**config.mk**
```make
export PLATFORM = sky130hd
export DESIGN_NAME = touch_latch_publish_scaler
export DESIGN_NICKNAME = d
export VERILOG_FILES = /design/src/sv/tlps_pkg.sv /design/src/sv/touch_latch_publish_scaler.sv
export SDC_FILE = /design/constraint.sdc
export NUM_CORES = 1
export LEC_CHECK = 0
export BUFFER_PORTS_ARGS = -buffer_cell sky130_fd_sc_hd__buf_2
export CAP_MARGIN = 25
export CORE_UTILIZATION = 45
export CTS_BUF_LIST = sky130_fd_sc_hd__clkbuf_4
export CTS_CLUSTER_SIZE = 40
export DETAILED_ROUTE_END_ITERATION = 8
export PLACE_DENSITY = 0.65
export SKIP_LAST_GASP = 1
export SLEW_MARGIN = 0
export SYNTH_ARGS = -nofsm -noshare
export SYNTH_HDL_FRONTEND = slang
export SYNTH_SLANG_ARGS = --single-unit
```
**constraint.sdc**
```tcl
create_clock -name clk -period 9.26 [get_ports clk]
set_clock_uncertainty 0.2 [all_clocks]
set_input_delay 0 -clock clk [delete_from_list [all_inputs] [get_ports clk]]
set_output_delay 0 -clock clk [all_outputs]
set_load 0.03 [all_outputs]
```
**src/sv/tlps_pkg.sv**
```systemverilog
package tlps_pkg;

    // register map, one 32-bit word per register
    localparam int NUM_REGS = 7;
    localparam int ADDR_W   = 5;
    localparam int DATA_W   = 32;

    typedef logic [2:0] reg_idx_t;

    localparam reg_idx_t REG_MAX_POINTS = 3'd0;
    localparam reg_idx_t REG_RAW_X_MIN  = 3'd1;
    localparam reg_idx_t REG_RAW_X_MAX  = 3'd2;
    localparam reg_idx_t REG_RAW_Y_MIN  = 3'd3;
    localparam reg_idx_t REG_RAW_Y_MAX  = 3'd4;
    localparam reg_idx_t REG_DISP_X_MAX = 3'd5;
    localparam reg_idx_t REG_DISP_Y_MAX = 3'd6;

    localparam logic [3:0] MAX_POINTS_RST = 4'd1;

    // stream payload widths
    localparam int IN_DATA_W  = 40;
    localparam int OUT_DATA_W = 32;

    // coordinate and arithmetic widths
    localparam int COORD_W = 12;
    localparam int CFG_W   = 16;
    localparam int PROD_W  = COORD_W + CFG_W;
    localparam int STEP_W  = $clog2(PROD_W + 1);

    // item kinds on the input tuser
    localparam logic FUNC_POLL = 1'b0;
    localparam logic FUNC_READ = 1'b1;

endpackage

```
**src/sv/touch_latch_publish_scaler.sv**
```systemverilog
// Touch report block. Poll samples (s_tuser = 0) update the latched finger
// position, gesture start point and pending-tap flag and give no result. A
// read request (s_tuser = 1) gives exactly one result: pressed on m_tuser
// and the rescaled X and Y on m_tdata (zero when released). A pressed read
// runs through a decision step, then per axis a setup step holding the
// 12x16 multiply, the shared restoring divider (one quotient bit a cycle)
// and a clamp step, X first then Y, then a step to load the output
// register. An axis that passes through unscaled or sits at or below the
// raw minimum ends in its setup step and skips the divider and the clamp. A
// released read goes from the decision straight to the load step. The load
// waits while the output register still holds a result that has not been
// taken. s_tready is low while a read is being worked on; a finished result
// waits in the output register while new items are taken.
module touch_latch_publish_scaler
(
    input  logic                            clk,
    input  logic                            rst_n,
    // input stream
    input  logic                            s_tvalid,
    output logic                            s_tready,
    // status_byte[7:0], x_high[15:8], x_low[23:16], y_high[31:24], y_low[39:32]
    input  logic [tlps_pkg::IN_DATA_W-1:0]  s_tdata,
    // func[0]
    input  logic                            s_tuser,
    // output stream
    output logic                            m_tvalid,
    input  logic                            m_tready,
    // out_x[15:0], out_y[31:16]
    output logic [tlps_pkg::OUT_DATA_W-1:0] m_tdata,
    // pressed[0]
    output logic                            m_tuser,
    // configuration port
    input  logic                            psel,
    input  logic                            penable,
    input  logic                            pwrite,
    input  logic [tlps_pkg::ADDR_W-1:0]     paddr,
    input  logic [tlps_pkg::DATA_W-1:0]     pwdata,
    output logic [tlps_pkg::DATA_W-1:0]     prdata,
    output logic                            pready
);

    import tlps_pkg::*;

    typedef enum logic [2:0]
    {
        ST_IDLE,
        ST_SETUP,
        ST_DIV,
        ST_STORE,
        ST_DONE
    } state_t;

    state_t               state_reg;

    // configuration registers
    logic [3:0]           max_points_reg;
    logic [CFG_W-1:0]     raw_x_min_reg;
    logic [CFG_W-1:0]     raw_x_max_reg;
    logic [CFG_W-1:0]     raw_y_min_reg;
    logic [CFG_W-1:0]     raw_y_max_reg;
    logic [CFG_W-1:0]     disp_x_max_reg;
    logic [CFG_W-1:0]     disp_y_max_reg;

    // touch tracking state
    logic                 finger_is_down_reg;
    logic                 tap_pending_reg;
    logic                 press_sent_reg;
    logic [COORD_W-1:0]   last_x_reg;
    logic [COORD_W-1:0]   last_y_reg;
    logic [COORD_W-1:0]   start_x_reg;
    logic [COORD_W-1:0]   start_y_reg;
    logic [COORD_W-1:0]   sent_x_reg;
    logic [COORD_W-1:0]   sent_y_reg;

    // read work registers
    logic                 pressed_reg;
    logic [COORD_W-1:0]   ox_reg;
    logic [COORD_W-1:0]   oy_reg;
    logic                 axis_reg;
    logic [PROD_W-1:0]    num_reg;
    logic [CFG_W-1:0]     den_reg;
    logic [CFG_W-1:0]     rem_reg;
    logic [STEP_W-1:0]    step_reg;
    logic [CFG_W-1:0]     res_x_reg;
    logic [CFG_W-1:0]     res_y_reg;

    // output register
    logic                 m_tvalid_reg;
    logic [OUT_DATA_W-1:0] m_tdata_reg;
    logic                 m_tuser_reg;

    // input field split
    logic [3:0]           in_cnt;
    logic [COORD_W-1:0]   in_x;
    logic [COORD_W-1:0]   in_y;
    logic                 in_touch;
    logic                 in_take;

    // read decision
    logic                 rd_tap;
    logic                 rd_active;
    logic                 rd_moved;
    logic                 rd_pressed;
    logic [COORD_W-1:0]   rd_x;
    logic [COORD_W-1:0]   rd_y;

    // per-axis setup
    logic [COORD_W-1:0]   ax_v;
    logic [CFG_W-1:0]     ax_lo;
    logic [CFG_W-1:0]     ax_hi;
    logic [CFG_W-1:0]     ax_dmax;
    logic                 ax_bypass;
    logic                 ax_zero;
    logic [COORD_W-1:0]   ax_diff;
    logic [PROD_W-1:0]    ax_prod;

    // divider step and clamp
    logic [CFG_W:0]       div_shift;
    logic                 div_bit;
    logic [CFG_W-1:0]     rem_next;
    logic [PROD_W-1:0]    num_next;
    logic [CFG_W-1:0]     clamp_val;

    // config access
    logic                 cfg_wr;
    reg_idx_t             cfg_idx;
    logic                 out_free;
    logic                 out_load;

    assign cfg_wr   = psel & penable & pwrite & pready;
    assign cfg_idx  = paddr[ADDR_W-1:2];
    assign pready   = 1'b1;
    assign s_tready = (state_reg == ST_IDLE);
    assign in_take  = s_tvalid & s_tready;
    assign out_free = ~m_tvalid_reg | m_tready;
    assign out_load = (state_reg == ST_DONE) & out_free;

    assign m_tvalid = m_tvalid_reg;
    assign m_tdata  = m_tdata_reg;
    assign m_tuser  = m_tuser_reg;

    // register read back
    always_comb
    begin
        prdata = '0;
        unique case (cfg_idx)
            REG_MAX_POINTS: prdata = {{(DATA_W-4){1'b0}}, max_points_reg};
            REG_RAW_X_MIN:  prdata = {{(DATA_W-CFG_W){1'b0}}, raw_x_min_reg};
            REG_RAW_X_MAX:  prdata = {{(DATA_W-CFG_W){1'b0}}, raw_x_max_reg};
            REG_RAW_Y_MIN:  prdata = {{(DATA_W-CFG_W){1'b0}}, raw_y_min_reg};
            REG_RAW_Y_MAX:  prdata = {{(DATA_W-CFG_W){1'b0}}, raw_y_max_reg};
            REG_DISP_X_MAX: prdata = {{(DATA_W-CFG_W){1'b0}}, disp_x_max_reg};
            REG_DISP_Y_MAX: prdata = {{(DATA_W-CFG_W){1'b0}}, disp_y_max_reg};
            default:        prdata = '0;
        endcase
    end

    // poll sample decode
    assign in_cnt   = s_tdata[3:0];
    assign in_x     = {s_tdata[11:8], s_tdata[23:16]};
    assign in_y     = {s_tdata[27:24], s_tdata[39:32]};
    assign in_touch = (in_cnt != 4'd0) && (in_cnt <= max_points_reg);

    // report decision for a read request
    assign rd_tap     = ~finger_is_down_reg & tap_pending_reg;
    assign rd_active  = finger_is_down_reg | rd_tap;
    assign rd_moved   = press_sent_reg &&
                        ((last_x_reg != sent_x_reg) || (last_y_reg != sent_y_reg));
    assign rd_pressed = rd_active | rd_moved;
    assign rd_x       = (rd_active && !press_sent_reg) ? start_x_reg : last_x_reg;
    assign rd_y       = (rd_active && !press_sent_reg) ? start_y_reg : last_y_reg;

    // axis operand select and multiply
    always_comb
    begin
        ax_v      = axis_reg ? oy_reg : ox_reg;
        ax_lo     = axis_reg ? raw_y_min_reg : raw_x_min_reg;
        ax_hi     = axis_reg ? raw_y_max_reg : raw_x_max_reg;
        ax_dmax   = axis_reg ? disp_y_max_reg : disp_x_max_reg;
        ax_bypass = (ax_hi <= ax_lo) || (ax_dmax == '0);
        ax_zero   = {{(CFG_W-COORD_W){1'b0}}, ax_v} <= ax_lo;
        ax_diff   = ax_v - ax_lo[COORD_W-1:0];
        ax_prod   = {{CFG_W{1'b0}}, ax_diff} * {{COORD_W{1'b0}}, ax_dmax};
    end

    // one restoring divide step, quotient bits shift into num
    always_comb
    begin
        div_shift = {rem_reg, num_reg[PROD_W-1]};
        div_bit   = div_shift >= {1'b0, den_reg};
        rem_next  = div_bit ? CFG_W'(div_shift - {1'b0, den_reg}) : div_shift[CFG_W-1:0];
        num_next  = {num_reg[PROD_W-2:0], div_bit};
        clamp_val = (num_reg > {{COORD_W{1'b0}}, ax_dmax}) ? ax_dmax : num_reg[CFG_W-1:0];
    end

    // sequencer, state and registered outputs
    always_ff @(posedge clk or negedge rst_n)
    begin
        if (!rst_n)
        begin
            state_reg          <= ST_IDLE;
            max_points_reg     <= MAX_POINTS_RST;
            raw_x_min_reg      <= '0;
            raw_x_max_reg      <= '0;
            raw_y_min_reg      <= '0;
            raw_y_max_reg      <= '0;
            disp_x_max_reg     <= '0;
            disp_y_max_reg     <= '0;
            finger_is_down_reg <= 1'b0;
            tap_pending_reg    <= 1'b0;
            press_sent_reg     <= 1'b0;
            last_x_reg         <= '0;
            last_y_reg         <= '0;
            start_x_reg        <= '0;
            start_y_reg        <= '0;
            sent_x_reg         <= '0;
            sent_y_reg         <= '0;
            pressed_reg        <= 1'b0;
            ox_reg             <= '0;
            oy_reg             <= '0;
            axis_reg           <= 1'b0;
            num_reg            <= '0;
            den_reg            <= '0;
            rem_reg            <= '0;
            step_reg           <= '0;
            res_x_reg          <= '0;
            res_y_reg          <= '0;
            m_tvalid_reg       <= 1'b0;
            m_tdata_reg        <= '0;
            m_tuser_reg        <= 1'b0;
        end
        else
        begin
            // configuration writes
            if (cfg_wr)
            begin
                unique case (cfg_idx)
                    REG_MAX_POINTS: max_points_reg <= pwdata[3:0];
                    REG_RAW_X_MIN:  raw_x_min_reg  <= pwdata[CFG_W-1:0];
                    REG_RAW_X_MAX:  raw_x_max_reg  <= pwdata[CFG_W-1:0];
                    REG_RAW_Y_MIN:  raw_y_min_reg  <= pwdata[CFG_W-1:0];
                    REG_RAW_Y_MAX:  raw_y_max_reg  <= pwdata[CFG_W-1:0];
                    REG_DISP_X_MAX: disp_x_max_reg <= pwdata[CFG_W-1:0];
                    REG_DISP_Y_MAX: disp_y_max_reg <= pwdata[CFG_W-1:0];
                    default:        ;
                endcase
            end

            // result register fills from the done state, drains on an output transfer
            if (out_load)
                m_tvalid_reg <= 1'b1;
            else if (m_tvalid_reg && m_tready)
                m_tvalid_reg <= 1'b0;

            unique case (state_reg)
                ST_IDLE:
                begin
                    if (in_take && s_tuser == FUNC_POLL)
                    begin
                        if (in_touch)
                        begin
                            if (!finger_is_down_reg)
                            begin
                                start_x_reg <= in_x;
                                start_y_reg <= in_y;
                            end
                            finger_is_down_reg <= 1'b1;
                            tap_pending_reg    <= 1'b1;
                            last_x_reg         <= in_x;
                            last_y_reg         <= in_y;
                        end
                        else
                            finger_is_down_reg <= 1'b0;
                    end
                    else if (in_take)
                    begin
                        tap_pending_reg <= 1'b0;
                        pressed_reg     <= rd_pressed;
                        ox_reg          <= rd_x;
                        oy_reg          <= rd_y;
                        axis_reg        <= 1'b0;
                        res_x_reg       <= '0;
                        res_y_reg       <= '0;
                        if (rd_active)
                            press_sent_reg <= 1'b1;
                        else if (!rd_moved)
                            press_sent_reg <= 1'b0;
                        if (rd_pressed)
                        begin
                            sent_x_reg <= rd_x;
                            sent_y_reg <= rd_y;
                            state_reg  <= ST_SETUP;
                        end
                        else
                            state_reg <= ST_DONE;
                    end
                end

                ST_SETUP:
                begin
                    num_reg  <= ax_prod;
                    den_reg  <= ax_hi - ax_lo;
                    rem_reg  <= '0;
                    step_reg <= '0;
                    if (ax_bypass || ax_zero)
                    begin
                        // pass-through or below the raw minimum
                        if (axis_reg)
                            res_y_reg <= ax_bypass ? {{(CFG_W-COORD_W){1'b0}}, ax_v} : '0;
                        else
                            res_x_reg <= ax_bypass ? {{(CFG_W-COORD_W){1'b0}}, ax_v} : '0;
                        axis_reg  <= 1'b1;
                        state_reg <= axis_reg ? ST_DONE : ST_SETUP;
                    end
                    else
                        state_reg <= ST_DIV;
                end

                ST_DIV:
                begin
                    num_reg  <= num_next;
                    rem_reg  <= rem_next;
                    step_reg <= step_reg + 1'b1;
                    if (step_reg == STEP_W'(PROD_W - 1))
                        state_reg <= ST_STORE;
                end

                ST_STORE:
                begin
                    if (axis_reg)
                        res_y_reg <= clamp_val;
                    else
                        res_x_reg <= clamp_val;
                    axis_reg  <= 1'b1;
                    state_reg <= axis_reg ? ST_DONE : ST_SETUP;
                end

                ST_DONE:
                begin
                    if (out_free)
                    begin
                        m_tuser_reg  <= pressed_reg;
                        m_tdata_reg  <= {res_y_reg, res_x_reg};
                        state_reg    <= ST_IDLE;
                    end
                end

                default:
                    state_reg <= ST_IDLE;
            endcase
        end
    end

`ifndef SYNTH
    // a released report carries zero coordinates
    assert property (@(posedge clk) disable iff (!rst_n)
        m_tvalid && !m_tuser |-> m_tdata == '0)
        else $error("released result with nonzero coordinates");

    // the divider never runs on an empty raw span
    assert property (@(posedge clk) disable iff (!rst_n)
        state_reg == ST_DIV |-> den_reg != '0)
        else $error("divide by zero span");

    // a read request closes the input until its result is loaded
    assert property (@(posedge clk) disable iff (!rst_n)
        s_tvalid && s_tready && s_tuser == FUNC_READ |=> !s_tready)
        else $error("input reopened during a read");

    // a new result only comes from the final sequencer state
    assert property (@(posedge clk) disable iff (!rst_n)
        $rose(m_tvalid_reg) |-> $past(state_reg == ST_DONE))
        else $error("result loaded outside the done state");
`endif

endmodule
```
Yosys cells after proc, flatten, opt, wreduce, memory -nomap -nowiden --
Cells that the tools add are included.
Storage, ports and cells: register bits 335, output and inout port bits 68
Operators by class: add/sub/neg operators 4, multipliers 1, magnitude comparators 5, equality and inequality tests 24, multiplexer cells 42, bitwise gates (word level) 12, reduce and logical (&&, ||, !) cells 36
Operators with widths (number):
- $mux 16 | 13
- $pmux 16 s7 | 1
- $pmux 16 s3 | 2
- $pmux 28 s2 | 1
- $mux 12 | 4
- $pmux 16 s2 | 1
- $sub 16x16->16 | 2
- $gt 28x16->1 | 1
- $mul 12x16->28 | 1
- $ne 12x12->1 | 2
- $mux 3 | 7
- $ne 2x2->1 const B | 10
- $reduce_and 4->1 | 5
- $reduce_and 2->1 | 9
- $ge 17x16->1 | 1
- $le 12x16->1 | 1
- $le 16x16->1 | 1
- $logic_not 16->1 | 1
- $pmux 3 s5 | 1
- $eq 3x2->1 const B | 4
- $eq 3x3->1 const B | 4
- $reduce_and 6->1 | 2
- $sub 12x12->12 | 1
- $mux 1 | 10
- other kinds (18) | 39

Logic depth before layout (Yosys ltp) --
Gate-level depths: netlist of the first run.
word-level depth 8, gate-level depth with buffers 37, depth with buffers taken out 30

Least setup slack after synthesis of the first run --
Ideal clock, no wire load.
path type reg-to-reg, from reg axis_reg, to reg num_reg[26], library setup time 0.130 ns, data arrival time 8.673 ns, data required time 8.930 ns, setup slack 0.257 ns, cell stages (with the launch flop) 35, period minus slack after synthesis 9.003 ns, cell sequence dfrtp_1 > buf_4 > buf_2 > buf_2 > buf_1 > buf_1 > mux2_2 > ha_1 > fa_1 > nor2b_1 > o21ai_0 > a21oi_1 > o21ai_0 > a21boi_0 > o21ai_0 > and3_1 > clkbuf_1 > clkbuf_1 > nor3_1 > fa_1 > fa_1 > fa_1 > fa_1 > inv_1 > fa_1 > inv_1 > ha_1 > and4_1 > and3_1 > a21oi_1 > a21oi_1 > or3_1 > a41oi_1 > xor2_1 > o21ai_1
Between the ends: longest elaborated chain between the ends 4, elaborated cells on any way between the ends 6, those cells by class add/sub (1); mul (1); mux (4)
Ends and longest elaborated chain:
- start, declared | RTL line touch_latch_publish_scaler.sv:79 | logic axis_reg;
- start signal, assigned | RTL line touch_latch_publish_scaler.sv:221 | axis_reg <= 1'b0;
- start signal, assigned | RTL line touch_latch_publish_scaler.sv:281 | axis_reg <= 1'b0;
- start signal, assigned | RTL line touch_latch_publish_scaler.sv:312 | axis_reg <= 1'b1;
- $mux 12 / $mux 16 (equally long branches) | RTL line touch_latch_publish_scaler.sv:176, touch_latch_publish_scaler.sv:177
- $sub 12x12->12 | RTL line touch_latch_publish_scaler.sv:182 | ax_diff = ax_v - ax_lo[COORD_W-1:0];
- $mul 12x16->28 * | RTL line touch_latch_publish_scaler.sv:183 | ax_prod = {{CFG_W{1'b0}}, ax_diff} * {{COORD_W{1'b0}}, ax_dmax};
- $pmux 28 s2 * | RTL line touch_latch_publish_scaler.sv:255 | unique case (state_reg)
- end signal, assigned | RTL line touch_latch_publish_scaler.sv:301 | num_reg <= ax_prod;
- end signal, assigned | RTL line touch_latch_publish_scaler.sv:321 | num_reg <= num_next;
- end, declared | RTL line touch_latch_publish_scaler.sv:80 | logic [PROD_W-1:0] num_reg;
Every way passes the cells marked *; elsewhere a longest branch is shown, timed or not. A chain may end at the register's enable or synchronous reset.

Worst setup path after layout of the first run --
Same ends and word-level chain as after synthesis.

==> impl_metrics.tcl, run 1 <==
set metrics [dict create \
    status "finished with violations" \
    violations "DRC" \
    netlist_area_um2 24200 \
    clkTransAtPathRegs_ps 70 \
    grt_max_degree 124 \
    rsz0062_at_grt "no" \
    critical_path.top_delay_family "adder cells" \
    cts_root_buf "clkbuf_4" \
    slew_viol_final 0 \
    cts_resized 0 \
    slowest_delay_ps 690 \
    place_congestion 0.931 \
    use_met1 0.336 \
    routed_via_density 5.59 \
    vias 18851 \
    antenna_found_initial 3 \
    multi_input_area_um2 14300 \
    final_nets 2973 \
    dpl.hpwl_um 47800 \
    synthArstFlopShare 1.00 \
    drc_errors 4 \
    fin_crit_sh 0.954 \
    synth.distinct_cells 75 \
    ys_warn_count 0 \
    cp.arrival_ps 9310 \
    synth_edf_count 0 \
    drive_gt1_frac 0.197 \
    overflow 0 \
    final_util 0.523 \
    die_h_um 234 \
    clkLatencyLatePin_ps 870 \
    min_period_ps 8840 \
    syn_area_per_cell_um2 10.1 \
    yosysTopAreaCell "dfrtp_1" \
    largest_reg_flops 32 \
    worst-setup-path-type "reg -> reg" \
    grt.total_usage 0.251 \
    ant_nets 0 \
    initial_utilization 0.457 \
    place_ws_ps 541 \
    io_buffers 105 \
    met3_usage 0.0451 \
    post_cts_buffers 0 \
    coreArea_um2 52900 \
    maxCapViolations 0 \
    fillers 4694 \
    seqCellArea_um2 8390 \
    yosysMostFrequentCell "dfrtp_1" \
    cts_num_sinks 335 \
    hold_path_class "in -> reg" \
    wl_per_cell_um 19.7 \
    grt_pass1_vias 19688 \
    r2r_slack_ps 420 \
    setup_slack_ps 424 \
    finalWirelength_um 66500 \
    finalSetupViolCount 0 \
    timing.fmax_mhz 113 \
    synth_seq_cells 335 \
    io_pins 153 \
    clock_path_buffers 3 \
    synth_commonest_cells "dfrtp_1 (334), inv_1 (249), mux2_2 (202)" \
    cts_buffers 90 \
    grtUsageMet2 0.414 \
    initialDrtViolationCount 1378 \
    hold_viol 0 \
    grt_busiest_layer "met2" \
    synth_cells 2385 \
    required_ps 9740 \
    first_pass_iters 7 \
    ys_seq_area_frac 0.347 \
    endpoint_kind "flop" \
    tns_ps 0 \
    worst_slew_pin_slew_ps 1120 \
    path_common_cell "fa_1" \
    startpoint_type "flop" \
    cts_tree "built" \
    slowest_stage "dfrtp_4" \
    path_buf_inv 3 \
    cp_max_fo 26 \
    die_w_um 234 \
    maxSlewHeadroom 0.250 \
    dieArea_um2 54700 \
    grt_first_pass_wirelength_um 107000 \
    syn_to_final_growth_pct 14.4 \
    row_count 84 \
    yosys-top-cells-area "dfrtp_1 (35%), fa_1 (12%), mux2_2 (9.4%)" \
    htreeDepth 3 \
    yosys.area.top_type_share 0.346 \
    synthFlopType "dfrtp_1" \
]
## through the flow
stage | std cells | instance area, um2 | hold slack (ps)
3_3_place_gp | 3095 | 25300 | -74.5
4_1_cts | 3366 | 27600 | 2.49
2_1_floorplan | 2400 | 24200 | -496
6_report | 3373 | 27700 | 99.4
5_1_grt | 3373 | 27700 | 114
3_5_place_dp | 3098 | 25300 | -62.3
## path summary, 6_finish.rpt
check | start | endpoint | cells past startpoint
setup / recovery | axis_reg | num_reg[26] | 26
hold / removal | s_tvalid | state_reg[2] | 6
setup reg to reg | axis_reg | num_reg[26] | 26
hold reg to reg | den_reg[10] | den_reg[10] | 2
max in group asynchronous | rst_n | rem_reg[9] | 7
min in group asynchronous | rst_n | sent_y_reg[6] | 5
## final cells by class
class / instances / area share
antenna: 2 / 0.000181
clock buffer: 127 / 0.0345
clock inverter: 34 / 0.00706
inverter: 251 / 0.0341
multi-input combinational: 1682 / 0.517
sequential: 335 / 0.303
tap: 688 / 0.0311
timing repair buffer: 254 / 0.0725
## timing repair
action                                  in CTS  in global routing
hold buffers                               107                  1
endpoints found under the hold margin      425                  2
endpoints found under the setup margin       0                  0
## worst register-to-register path, cell delays in order, from the launching register on
cell and delay (ps):
dfrtp_4 690, buf_4 400, mux2i_1 490, ha_1 410, nand3_1 150, a21oi_1 50
o21ai_0 330, a21boi_0 210, o21ai_0 260, and3_1 570, nor3_1 140, fa_1 520
fa_1 520, fa_1 540, fa_1 550, inv_1 50, fa_1 530, inv_1 40
ha_1 370, and4_1 250, and3_1 190, a21oi_1 200, a21oi_1 130, or3_1 420
a41oi_1 250, xor2_1 160, o21ai_1 80
## cell families after synthesis
logic type / count (synthesis) / share of synthesized area
mux: 319 / 0.147
simple gates: 585 / 0.114
buf+inv: 383 / 0.0650
fa+ha+maj: 274 / 0.186
other cells: 2 / 0.000311
compound gates: 416 / 0.115
flops: 335 / 0.347
xor+xnor: 71 / 0.0257
## cell usage in the layout (no fill, tap or decap), types with 107 or more instances in the layout
cell / n
fa_1: 143
inv_1: 249
dlygate4sd3_1: 107
mux2_2: 202
dfrtp_1: 333
clkbuf_4: 127
nor2_1: 164
ha_1: 131
nand2_1: 160
## per-layer routing
layer,up-vias,routed length [um]
met5,-,0
met4,0,1520
met3,111,3630
met2,562,31600
met1,9463,29700
li1,8715,-
Power of run 1 is left out: the tool's default activity adds up to more than one toggle a clock period on the data nets, which glitch-free logic cannot reach.
==> run 2, diff against run 1 <==
Settings changed: CORE_UTILIZATION 45 to 42, PLACE_DENSITY 0.65 to 0.62.
==> run 2 against run 1 <==
Net effect: core utilization fell by 3.4 points; count of clock-buffer cells in the layout rose by 1; first-iteration DRC count shrank 8.6%; wire length is 1.7% higher; die area rose by 7.1%; the run now ends clean; global-route usage shrank 1.7 points.
==> impl_metrics.tcl, run 2 (same netlist as run 1, synthesis figures left out) <==
set metrics [dict create \
    fin_crit_sh 0.947 \
    cts_tree "built" \
    vias 19034 \
    initial_utilization 0.427 \
    cts_root_buf "clkbuf_4" \
    path_common_cell "fa_1" \
    seqCellArea_um2 8390 \
    grt.total_usage 0.234 \
    cp.arrival_ps 9260 \
    first_pass_iters 8 \
    syn_to_final_growth_pct 14.4 \
    min_period_ps 8760 \
    grt_first_pass_wirelength_um 109000 \
    slew_viol_final 0 \
    die_h_um 242 \
    startpoint_type "flop" \
    coreArea_um2 56600 \
    clock_path_buffers 3 \
    io_buffers 105 \
    hold_viol 0 \
    clkLatencyLatePin_ps 900 \
    grt_pass1_vias 19994 \
    timing.fmax_mhz 114 \
    finalWirelength_um 67700 \
    worst_slew_pin_slew_ps 1070 \
    path_buf_inv 2 \
    wl_per_cell_um 19.7 \
    die_w_um 242 \
    routed_via_density 5.53 \
    cts_num_sinks 335 \
    dpl.hpwl_um 48900 \
    final_util 0.489 \
    grt_max_degree 162 \
    final_common_cell "dfrtp_1" \
    htreeDepth 3 \
    slowest_delay_ps 700 \
    status "finished, final reports clean" \
    finalSetupViolCount 0 \
    layout_common_cells "dfrtp_1 (333), inv_1 (249), mux2_2 (202)" \
    worst-setup-path-type "reg -> reg" \
    final_nets 2973 \
    place_congestion 0.915 \
    overflow 0 \
    largest_reg_flops 32 \
    antenna_found_initial 3 \
    dieArea_um2 58500 \
    hold_path_class "in -> async" \
    drc_errors 0 \
    drive_gt1_frac 0.198 \
    slowest_stage "dfrtp_4" \
    endpoint_kind "flop" \
    critical_path.top_delay_family "adder cells" \
    clkTransAtPathRegs_ps 70 \
    required_ps 9760 \
    cts_buffers 90 \
    maxSlewHeadroom 0.285 \
    fillers 5200 \
    row_count 87 \
    initialDrtViolationCount 1259 \
    io_pins 153 \
    ant_nets 0 \
    maxCapViolations 0 \
    multi_input_area_um2 14300 \
    cp_max_fo 26 \
]
run 2: cell count changes in the layout (fill, tap and decap cells not counted), moves of 2 or more:
cell | before | now
clkinv_1 | 25 | 19
buf_4 | 36 | 40
buf_8 | 4 | 1
clkinvlp_4 | 0 | 3
diode_2 | 2 | 5
nor2_2 | 4 | 1
bufinv_16 | 2 | 0
dlygate4sd3_1 | 107 | 105
inv_2 | 3 | 1
nor2_1 | 164 | 166
run 2: metrics by stage:
stage	hold slack (ps)	cell area (um2)	instances	worst slack, ps	setup TNS, ps
global placement	-97.3	25400	3167	662	0
finish	79.1	27700	3439	495	0
CTS	0.306	27600	3432	559	0
detailed placement	-90.8	25500	3170	561	0
global route	41.2	27700	3439	-0.967	-0.967
floorplan	-496	24200	2400	257	0
run 2: path summary, 6_finish.rpt:
| path | from | endpoint | slack (ps) | depth (start not counted) |
|---|---|---|---|---|
| worst max register to register | axis_reg | num_reg[26] | 500 | 27 |
| max in group asynchronous | rst_n | m_tdata[26] | 7790 | 4 |
| worst min-delay path | rst_n | max_points_reg[0] | 80 | 3 |
| min in group clk | s_tuser | state_reg[2] | 80 | 6 |
| worst min register to register | den_reg[11] | den_reg[11] | 280 | 2 |
| worst max-delay path | axis_reg | num_reg[26] | 500 | 27 |
run 2: worst min-delay path: cells and delay by family:
kind / cells / cell delay, ps
buffers and inverters: 3 / 1260
run 2: area by class of cell:
type	count	area share
inverter	251	0.0340
tap	756	0.0342
sequential	335	0.303
antenna	5	0.000452
multi-input combinational	1682	0.517
clock inverter	28	0.00502
timing repair buffer	254	0.0713
clock buffer	128	0.0347
run 2: what timing repair did:
item / 4_1_cts / 5_1_grt
resized for setup: 0 / 2
buffers inserted: 0 / 0
hold buffers: 106 / 0
setup endpoints to repair: 0 / 1
endpoints found under the hold margin: 604 / 0
run 2: per-layer routing:
metal | vias up | track usage | share of wire
met5 | - | 0 | 0
met4 | 0 | 0.0929 | 0.031
met3 | 149 | 0.0479 | 0.061
met2 | 589 | 0.386 | 0.48
met1 | 9577 | 0.300 | 0.43
li1 | 8719 | - | -
Power of run 2 is left out for the same reason.
